<file path="src/rtl/core/fmit_pkg.sv">
// ----------------------------------------------------------------------------
// fmit_pkg
// types and constants shared by the flow meter modules
// ----------------------------------------------------------------------------
package fmit_pkg;

   localparam int TS_W    = 48;
   localparam int BYTE_W  = 48;
   localparam int PKT_W   = 32;
   localparam int LEN_W   = 16;
   localparam int TO_W    = 27;
   localparam int US_W    = 37;
   localparam int IDX_W   = 2;

   localparam logic [9:0]      US_PER_MS     = 10'd1000;
   localparam logic [9:0]      MS_ROUND      = 10'd999;
   localparam logic [TO_W-1:0] IDLE_MS_RST   = 27'd500;
   localparam logic [TO_W-1:0] ACTIVE_MS_RST = 27'd100;

   localparam logic [1:0] KIND_ACTIVE = 2'd0;
   localparam logic [1:0] KIND_IDLE   = 2'd1;
   localparam logic [1:0] KIND_DROP   = 2'd2;

   localparam logic MODE_PACKET = 1'b0;
   localparam logic MODE_TICK   = 1'b1;

   localparam logic [IDX_W-1:0] CSR_IDLE_TIMEOUT   = 2'd0;
   localparam logic [IDX_W-1:0] CSR_ACTIVE_TIMEOUT = 2'd1;

   localparam int QUEUE_DEPTH = 2;
   localparam int QPTR_W      = 1;

   typedef struct packed {
      logic [31:0] sip;
      logic [31:0] dip;
      logic [15:0] sport;
      logic [15:0] dport;
      logic [7:0]  proto;
   } flow_key_type;

   typedef struct packed {
      logic              mode;
      logic [TS_W-1:0]   now_us;
      flow_key_type      key;
      logic [LEN_W-1:0]  len;
   } item_type;

   typedef struct packed {
      flow_key_type      key;
      logic [TS_W-1:0]   ts_start;
      logic [TS_W-1:0]   ts_stop;
      logic [BYTE_W-1:0] bytes;
      logic [PKT_W-1:0]  pkts;
   } rec_type;

   typedef struct packed {
      logic [1:0] kind;
      rec_type    rec;
      logic       last;
   } result_type;

endpackage

</file>
<file path="src/rtl/core/fmit_req_if.sv">
// ----------------------------------------------------------------------------
// fmit_req_if
// packet and tick item channel
// ----------------------------------------------------------------------------
interface fmit_req_if;
   logic        valid;
   logic        ready;
   logic        mode;
   logic [47:0] now_us;
   logic [31:0] src_ip;
   logic [31:0] dst_ip;
   logic [15:0] l4_sport;
   logic [15:0] l4_dport;
   logic [7:0]  protocol;
   logic [15:0] packet_length;

   modport source (output valid, mode, now_us, src_ip, dst_ip, l4_sport, l4_dport,
                   protocol, packet_length, input ready);
   modport sink (input valid, mode, now_us, src_ip, dst_ip, l4_sport, l4_dport,
                 protocol, packet_length, output ready);
endinterface

</file>
<file path="src/rtl/core/fmit_front.sv">
// ----------------------------------------------------------------------------
// fmit_front
// accepts items, packs the key and queues them for the engine
// ----------------------------------------------------------------------------
module fmit_front
   import fmit_pkg::*;
(
   input  logic      clock,
   input  logic      reset,
   fmit_req_if.sink  req_ch,
   output logic      q_vld,
   input  logic      q_pop,
   output item_type  q_item
);

   item_type              q_mem [QUEUE_DEPTH];
   logic [QPTR_W-1:0]     wr_ptr_ff, wr_ptr_in;
   logic [QPTR_W-1:0]     rd_ptr_ff, rd_ptr_in;
   logic [QPTR_W:0]       cnt_ff, cnt_in;
   item_type              in_item;
   logic                  push;
   logic                  pop;

   always_comb begin
      in_item.mode       = req_ch.mode;
      in_item.now_us     = req_ch.now_us;
      in_item.key.sip    = req_ch.src_ip;
      in_item.key.dip    = req_ch.dst_ip;
      in_item.key.sport  = req_ch.l4_sport;
      in_item.key.dport  = req_ch.l4_dport;
      in_item.key.proto  = req_ch.protocol;
      in_item.len        = req_ch.packet_length;
   end

   assign req_ch.ready = (cnt_ff != (QPTR_W+1)'(QUEUE_DEPTH));
   assign push         = req_ch.valid && req_ch.ready;
   assign q_vld        = (cnt_ff != '0);
   assign pop          = q_pop && q_vld;
   assign q_item       = q_mem[rd_ptr_ff];

   always_comb begin
      wr_ptr_in = push ? wr_ptr_ff + 1'b1 : wr_ptr_ff;
      rd_ptr_in = pop ? rd_ptr_ff + 1'b1 : rd_ptr_ff;
      cnt_in    = cnt_ff;
      if (push && !pop) begin
         cnt_in = cnt_ff + 1'b1;
      end else if (pop && !push) begin
         cnt_in = cnt_ff - 1'b1;
      end
   end

   always_ff @(posedge clock) begin
      if (push) begin
         q_mem[wr_ptr_ff] <= in_item;
      end
   end

   always_ff @(posedge clock) begin
      if (reset) begin
         wr_ptr_ff <= '0;
         rd_ptr_ff <= '0;
         cnt_ff    <= '0;
      end else begin
         wr_ptr_ff <= wr_ptr_in;
         rd_ptr_ff <= rd_ptr_in;
         cnt_ff    <= cnt_in;
      end
   end

endmodule

</file>
<file path="src/flat_wrapper.sv">
// flat-port wrapper written by rule: the top's interface ports become plain ports
module fmit_front_flat import fmit_pkg::*;
  (clock, reset, q_vld, q_pop, q_item, req_ch_valid, req_ch_mode, req_ch_now_us, req_ch_src_ip, req_ch_dst_ip, req_ch_l4_sport, req_ch_l4_dport, req_ch_protocol, req_ch_packet_length, req_ch_ready);
  fmit_req_if req_ch_i ();
  input  logic clock;
  input  logic reset;
  output logic q_vld;
  input  logic q_pop;
  output item_type q_item;
  input wire logic [$bits(req_ch_i.valid)-1:0] req_ch_valid;
  input wire logic [$bits(req_ch_i.mode)-1:0] req_ch_mode;
  input wire logic [$bits(req_ch_i.now_us)-1:0] req_ch_now_us;
  input wire logic [$bits(req_ch_i.src_ip)-1:0] req_ch_src_ip;
  input wire logic [$bits(req_ch_i.dst_ip)-1:0] req_ch_dst_ip;
  input wire logic [$bits(req_ch_i.l4_sport)-1:0] req_ch_l4_sport;
  input wire logic [$bits(req_ch_i.l4_dport)-1:0] req_ch_l4_dport;
  input wire logic [$bits(req_ch_i.protocol)-1:0] req_ch_protocol;
  input wire logic [$bits(req_ch_i.packet_length)-1:0] req_ch_packet_length;
  output wire logic [$bits(req_ch_i.ready)-1:0] req_ch_ready;
  assign req_ch_i.valid = req_ch_valid;
  assign req_ch_i.mode = req_ch_mode;
  assign req_ch_i.now_us = req_ch_now_us;
  assign req_ch_i.src_ip = req_ch_src_ip;
  assign req_ch_i.dst_ip = req_ch_dst_ip;
  assign req_ch_i.l4_sport = req_ch_l4_sport;
  assign req_ch_i.l4_dport = req_ch_l4_dport;
  assign req_ch_i.protocol = req_ch_protocol;
  assign req_ch_i.packet_length = req_ch_packet_length;
  assign req_ch_ready = req_ch_i.ready;
  fmit_front u_core (.clock(clock), .reset(reset), .req_ch(req_ch_i), .q_vld(q_vld), .q_pop(q_pop), .q_item(q_item));
endmodule
</file>
<file path="config.mk">
export PLATFORM = sky130hd
export DESIGN_NAME = fmit_front_flat
export DESIGN_NICKNAME = d
export VERILOG_FILES = /design/src/rtl/core/fmit_pkg.sv /design/src/rtl/core/fmit_req_if.sv /design/src/rtl/core/fmit_front.sv /design/src/flat_wrapper.sv
export SDC_FILE = /design/constraint.sdc
export NUM_CORES = 1
export LEC_CHECK = 0
export BUFFER_PORTS_ARGS = -buffer_cell sky130_fd_sc_hd__buf_2
export CAP_MARGIN = 20
export CORE_MARGIN = 2
export CORE_UTILIZATION = 56
export CTS_CLUSTER_SIZE = 16
export DETAILED_ROUTE_END_ITERATION = 8
export PLACE_DENSITY = 0.84
export SYNTH_ARGS = -nofsm -noshare
export SYNTH_HDL_FRONTEND = slang
export SYNTH_SLANG_ARGS = --single-unit
</file>
<file path="constraint.sdc">
create_clock -name clock -period 7.3 [get_ports clock]
set_input_delay 0.365 -clock clock [delete_from_list [all_inputs] [get_ports clock]]
set_output_delay 0.365 -clock clock [all_outputs]
set_load 0.1 [all_outputs]
</file>
## Word-level counts from Yosys, hierarchy flattened

Memories as Yosys holds them, arrays and structs flattened. A register that Yosys moved wholly into a read port is not among the register bits.
Index checks and enable logic that the tools add are counted.

| cells by class | value |
|---|---|
| $add $sub $neg | 4 |
| eq/ne operators | 1 |
| multiplexer cells | 6 |
| reductions and logical operators | 8 |

Operators with widths:

| cell | count |
|---|---|
| $logic_and A1 B1 Y1 | 4 |
| $mux W1 | 4 |
| $mux W2 | 2 |
| $reduce_bool A2 Y1 | 2 |
| $add A1 B1 Y1 const B | 2 |
| $add A2 B1 Y2 const B | 1 |
| $logic_not A1 Y1 | 2 |
| $ne A2 B2 Y1 const B | 1 |
| $sub A2 B1 Y2 const B | 1 |

| storage, ports and cells | value |
|---|---|
| bits in registers | 4 |
| RAM bits | 338 |
| input bits | 173 |
| word-level logic and storage cells | 23 |
| memories kept | 1 |

Memory list:

| memory | words | width | rd ports | clocked after memory_dff | write ports | line | source |
|---|---|---|---|---|---|---|---|
| u_core.q_mem | 2 | 169 | 1 | 1 | 1 | fmit_front.sv:16 | `item_type q_mem [QUEUE_DEPTH];` |

## Logic depth before layout (Yosys ltp)

Gate-level depths: netlist of run 1.

| logic depth | value |
|---|---|
| word-level depth | 6 |
| mapped depth | 6 |
| gate-level depth less buffers | 6 |

## Worst setup path before layout of run 1

Ideal clock, no wire load.

| timing path | value |
|---|---|
| path kind | reg-to-reg |
| start | register u_core.cnt_ff[0] |
| end | memory u_core.q_mem[1][0] (netlist bit) (enable) |
| library setup time | 550 ps |
| arrival | 5,289 ps |
| required time | 6,750 ps |
| path slack | 1,461 ps |
| stages on the path, launching flop included | 3 |
| buffers on the path | 0 |
| cells stage by stage | dfxtp_1 nand2b_1 and3_1 |

| between the ends | value |
|---|---|
| longest elaborated chain between the ends | 4 |

RTL lines:

| what | line | source |
|---|---|---|
| start, declared | fmit_front.sv:19 | `logic [QPTR_W:0] cnt_ff, cnt_in;` |
| start signal, assigned | fmit_front.sv:66 | `cnt_ff <= cnt_in;` |
| $ne A2 B2 Y1 | fmit_front.sv:35 | `assign req_ch.ready = (cnt_ff != (QPTR_W+1)'(QUEUE_DEPTH));` |
| net req_ch_ready | flat_wrapper.sv:19 | `output wire logic [$bits(req_ch_i.ready)-1:0] req_ch_ready;` |
| $logic_and A1 B1 Y1 | fmit_front.sv:36 | `assign push = req_ch.valid && req_ch.ready;` |
| $mux W1 | fmit_front.sv:53 | `if (push) begin` |
| $mux W1 (implied by the code) | fmit_front.sv:54 | `q_mem[wr_ptr_ff] <= in_item;` |
| end, declared | fmit_front.sv:16 |  |

The timed path passes the listed nets, and every way through them passes these cells.

==> metrics.txt, run 1 <==
die height 155.6 um; register area share after synthesis 0.7963; total grt overflow 0; clock buffer count from CTS 35; Yosys top cell area share 0.7886; DIE AREA 24,210 sq um; vias in the first global route 6,639; drt pass-1 iters 4; Yosys warnings 0; simple-gate share of the synthesized area 0.003888; Final Skew 0.01385 ns; multiplexer area fraction after synthesis 0.1799; starting density of the core 0.5702; share of layout cells above drive strength 1 0.6030; Iter 0 DRT Violations 323; DR top layer met5; post-CTS setup buffers 0; TritonCTS clock tree built; Row Count 55; Met1 Wirelength 8871 um; Reg clk slew, reported paths 0.06 ns; largest fanout on the critical path 59; largest net degree at the start of global routing 95; Worst-Margin Slew 1.026 ns; input/output buffers 343; Final Hold Fails 0; DRT antenna net count 0; number of flops mapped to enable cells by yosys 338; Net Count, Synth 724; most frequent cells after synthesis edfxtp_1 (338), mux2_4 (110), mux2_2 (59); Syn-to-layout area delta 23.84%; ranking of synthesized cells by area edfxtp_1 (79%), mux2_4 (13%), mux2_2 (5.2%); Pins Over Slew Limit 0; met3 wire len 2651 um; first-pass GRT wire length 36,680 um; dominant cell type by area after synthesis edfxtp_1; nets 1,090; ys flop type edfxtp_1; Vias 6,434; mapped cell area 12,870 sq um; Hold Path Origin req_ch_l4_sport[1]; initial antenna violation count 10; Compound-Gate Fraction of Synth Area 0.002333; Async SR Flop Fraction 0; largest family of logic cells by synthesized area multiplexers; # setup viols final 0; Synth Instances 550; gr usage total 0.2024; Worst-Skew Late Latency 0.49 ns; Distinct cells, synth 19; Worst setup EP type output port; Worst Hold Slack 0.05429 ns; Avg Cell Area, Syn 23.40 sq um; count leader, synth edfxtp_1; core area 22,570 sq um; htree depth 2; Synth Area in Adders 0.0009721; CP Launch Type register; Post-CTS Hold Buffers 0; routed len/inst 20.67 um; vias per inst 5.222; die span in x 155.6 um; WP data required 6.93 ns; Sink Count 343; met2 wire length 13,120 um; # resized after CTS 0; Top Ports 344; maxcap violations 0; CTS Buffer Depth 3; DRC viols 0; Slew headroom 0.3158; Critical Path AT 3.18 ns; FF+latch count, synth 343; Tmin final 3.545 ns; Layout fillers 1,387; Post-Synth XOR/XNOR Area 0.002041; Clock Root Buffer clkbuf_16; TNS Setup 0 ns; Hold Crit Class in2reg; critical path class reg2out; Final Cycle Share 0.4856; Fmax achieved 0.2821 GHz; Placer Congestion 0.7640; DPL Wire Length 17,040 um; outcome finished clean; R2R Path Start u_core.cnt_ff[0]$_SDFFE_PP0P_; RSZ-0062 raised after global routing false; Routed Wire Length 25,470 um
## state kept, by name, indices dropped and copies added, names as in the netlist, named ones only
name and flops:
u_core.rd_ptr_ff 1, u_core.cnt_ff 2, u_core.q_mem 338, u_core.wr_ptr_ff 1
## final timing paths
path / slack (ns) / depth (start not counted) / endpoint
max: 3.76 / 3 / q_item[121]
min: 0.05 / 1 / u_core.q_mem[1][41]$_DFFE_PP_
max reg2reg: 4.40 / 4 / u_core.q_mem[0][96]$_DFFE_PP_
min reg2reg: 0.52 / 2 / u_core.rd_ptr_ff$_SDFFE_PP0P_
## critical path: stages, from the launching register on
cell and delay [ns]:
dfxtp_4 0.97, buf_4 0.92, mux2_4 0.30, buf_2 0.44
## routing by layer
metal	global-route usage	vias up
met5	0	-
met4	0.07339	10
met3	0.08694	65
met2	0.3546	278
met1	0.2195	3145
li1	-	2936
## cell type report
class / instances / area, sq um / share of cell area
sequential: 343 / 10250 / 0.6433
clock inverter: 19 / 161.4 / 0.01013
multi-input combinational: 187 / 2440 / 0.1531
clock buffer: 44 / 952.2 / 0.05974
timing repair buffer: 348 / 1754 / 0.1101
antenna: 5 / 12.51 / 0.0007850
inverter: 1 / 8.758 / 0.0005495
tap: 285 / 356.6 / 0.02237
## cell families (layout without fill, tap and decap cells)
kind of cell / Yosys count / count (layout)
buffers and inverters: 20 / 412
other: 0 / 5
DFF: 343 / 343
muxes: 169 / 169
adders and majority gates: 1 / 1
AOI/OAI and AO/OA: 5 / 5
xor gates and xnor gates: 3 / 3
and+or+nand+nor: 9 / 9
## cell usage in the layout, fill, tap and decap left out, types with 2 or more instances in the layout
master	netlist	routed
buf_4	0	5
diode_2	0	5
inv_6	0	2
edfxtp_1	338	338
clkinv_2	0	5
mux2_2	59	59
buf_2	5	343
clkbuf_16	0	37
clkbuf_1	0	7
clkinv_1	0	10
nor2_1	3	3
xor2_1	3	3
dfxtp_1	5	4
mux2_4	110	110
o21ai_0	2	2
bufinv_16	0	3
a21oi_1	2	2
## stage by stage
step | instances | utilization | instance area (sq um) | setup slack [ns]
final | 1232 | 0.7062 | 15940 | 3.755
after global routing | 1230 | 0.7059 | 15930 | 3.592
after CTS | 1227 | 0.7056 | 15930 | 3.714
after detailed placement | 1164 | 0.6563 | 14810 | 4.253
after global placement | 1164 | 0.6563 | 14810 | 4.254
after floorplan | 550 | - | 12870 | 1.461
Power of run 1 is left out: the tool's default activity adds up to more than one toggle a clock period on the data nets, which glitch-free logic cannot reach.
==> run 2, diff against run 1 <==
Settings changed: CORE_UTILIZATION 56 to 52, PLACE_DENSITY 0.84 to 0.79.
Clock period 7.3 ns to 3.55 ns, I/O delays scaled along.
==> run 2 against run 1 <==
Non-clock buffer count grew 172. Cell count grew 17%. Count of clock-buffer cells in the layout grew 3. Setup slack lost 2.8 ns. Critical path type unchanged.
==> metrics.txt, run 2 (synthesis gave the netlist of run 1 again) <==
footprint of the multi-input gates 2447 sq um (+0.31%); gr usage total 0.2110 (+0.008569); Pwr Density 896.5 nW/um^2; first-pass GRT wire length 41,970 um (+14%); Top Ports 344 (unchanged); Pins Over Slew Limit 0 (unchanged); Placer Congestion 0.8016 (+4.9%); Net Sw Frac 0.4585; WP data required 3.37 ns (-3.56 ns); Syn-to-layout area delta 37.60%; total net switching power 7279 uW; Worst-Skew Late Latency 0.50 ns (about the same); Sink Count 343 (unchanged); Critical Path AT 2.45 ns (-0.73 ns); Hold Path Origin req_ch_valid; area of placed instances 14,960 sq um (+0.99%); Fmax achieved 0.3809 GHz; DPL Wire Length 16,090 um (-5.6%); DRC viols 0 (unchanged); max reg flops 338 (unchanged); Iter 0 DRT Violations 480 (+49%); htree depth 2 (unchanged); Tmin final 2.626 ns; Row Count 57 (+3.6%); # setup viols final 0 (unchanged); Logic pwr share 0.454; clock power share 0.212; Final Skew 0.01486 ns (+0.001016 ns); vias per inst 4.939 (-5.4%); CTS Buffer Depth 3 (unchanged); starting density of the core 0.5292 (-0.04098); largest net degree at the start of global routing 107 (+13%); Design Area, Final 17,710 sq um (+11%); outcome finished clean; Final Hold Fails 0 (unchanged); Worst-Margin Slew 0.8726 ns (-0.1537 ns); largest registers u_core.q_mem (338), u_core.cnt_ff (2); DRT antenna net count 0 (unchanged); clock buffer count from CTS 35 (unchanged); commonest non-fill, non-tap cells in the layout buf_2 (343), edfxtp_1 (338), dlygate4sd3_1 (170); DIE AREA 26,030 sq um (+7.5%); Hold Crit Class in2reg; post-CTS setup buffers 0 (unchanged); Worst setup EP type output port; Cell Chain, Critical Path buf_12 > mux2_2 > buf_2; RSZ-0062 raised after global routing false; Largest Register u_core.q_mem; share of layout cells above drive strength 1 0.5117 (-0.09126); Slew headroom 0.4182 (+0.1024); # resized after CTS 0 (unchanged); sequential share of power 0.333; initial antenna violation count 3 (-7); Seq. cell area 10,250 sq um (about the same); nets 1,262 (+16%); Clock Root Buffer clkbuf_16; Crit-path slowest cell dfxtp_4; Post-CTS Hold Buffers 170 (+170); drt pass-1 iters 4 (unchanged); leak pwr 0.006875 uW; die height 161.3 um (+3.7%); most common cell after layout, fill and taps aside buf_2; maxcap violations 0 (unchanged); input/output buffers 343 (unchanged); Worst path max stage delay 0.77 ns (-0.20 ns); Routed Wire Length 28,070 um (+10%); utilization after layout 0.7283 (+0.02210); core area 24,320 sq um (+7.7%); CP Launch Type register; largest fanout on the critical path 48 (-19%); Vias 7,097 (+10%); Layout fillers 1,399 (+0.87%); Max rail drop VDD 0.8555 mV; die span in x 161.3 um (+3.7%); Reg clk slew, reported paths 0.06 ns (about the same); R2R Path Start u_core.cnt_ff[0]$_SDFFE_PP0P_; vias in the first global route 7,555 (+14%); total grt overflow 0 (unchanged); Internal Power 8598 uW; TritonCTS clock tree built; routed len/inst 19.54 um (-5.5%); critical path class reg2out; Final Cycle Share 0.7396
==> run 2: cell types whose count changed in the layout (fill, tap and decap cells not counted), moves of 3 or more <==
cell | previous run | this run
clkbuf_1 | 7 | 10
clkinv_1 | 10 | 7
buf_4 | 5 | 1
dlygate4sd3_1 | 0 | 170
buf_12 | 0 | 6
==> run 2: critical path: cells and delay by family, from the launching register on <==
kind	cells	cell delay (ns)
DFF	1	0.77
buffers and inverters	2	0.68
muxes	1	0.39
==> run 2: metrics by stage <==
| stage | power [uW] | TNS [ns] | hold slack [ns] | std cells | setup slack, ns |
|---|---|---|---|---|---|
| 4_1_cts | 15910 | 0 | 0.002946 | 1434 | 0.9415 |
| 3_5_place_dp | 12410 | 0 | 0.3682 | 1205 | 1.470 |
| 3_3_place_gp | 12350 | 0 | 0.3644 | 1205 | 1.476 |
| 6_report | 15880 | 0 | 0.02612 | 1437 | 0.9244 |
| 2_1_floorplan | 11550 | -36.59 | 0.2425 | 550 | -0.2165 |
| 5_1_grt | 16340 | 0 | 0.02723 | 1437 | 0.8325 |
==> run 2: power groups by stage <==
stage | Combinational [uW] | Sequential, uW | Clock, uW
2_1_floorplan | 6270 | 5280 | 0
3_3_place_gp | 7020 | 5330 | 0
3_5_place_dp | 7040 | 5360 | 0
4_1_cts | 7210 | 5290 | 3410
5_1_grt | 7400 | 5340 | 3610
6_report | 7220 | 5290 | 3370
==> run 2: worst paths after layout <==
| path | end | slack (ns) | cells past startpoint |
|---|---|---|---|
| worst min register to register | register | 0.51 | 2 |
| worst max-delay path | q_item[27] | 0.92 | 3 |
| worst min-delay path | u_core.wr_ptr_ff$_SDFFE_PP0P_ | 0.03 | 3 |
| worst max register to register | u_core.q_mem[1][88]$_DFFE_PP_ | 1.60 | 3 |
==> run 2: layer usage <==
metal  global-route usage  vias to the layer above  share of wire
li1                     -                     3276              -
met1               0.2551                     3440           0.39
met2               0.3763                      322           0.51
met3              0.04931                       59          0.065
met4              0.06696                        0          0.027
met5                    0                        -              0
==> run 2: layout make-up <==
class / instances / area share
inverters: 1 / 0.0004239
clock buffers: 47 / 0.05440
repair buffers: 520 / 0.2002
flip-flops and latches: 343 / 0.5790
well taps: 324 / 0.02289
clock inverters: 12 / 0.004451
diodes: 3 / 0.0004239
multi-input cells: 187 / 0.1382
No activity file was read; power rests on OpenSTA's default activity.
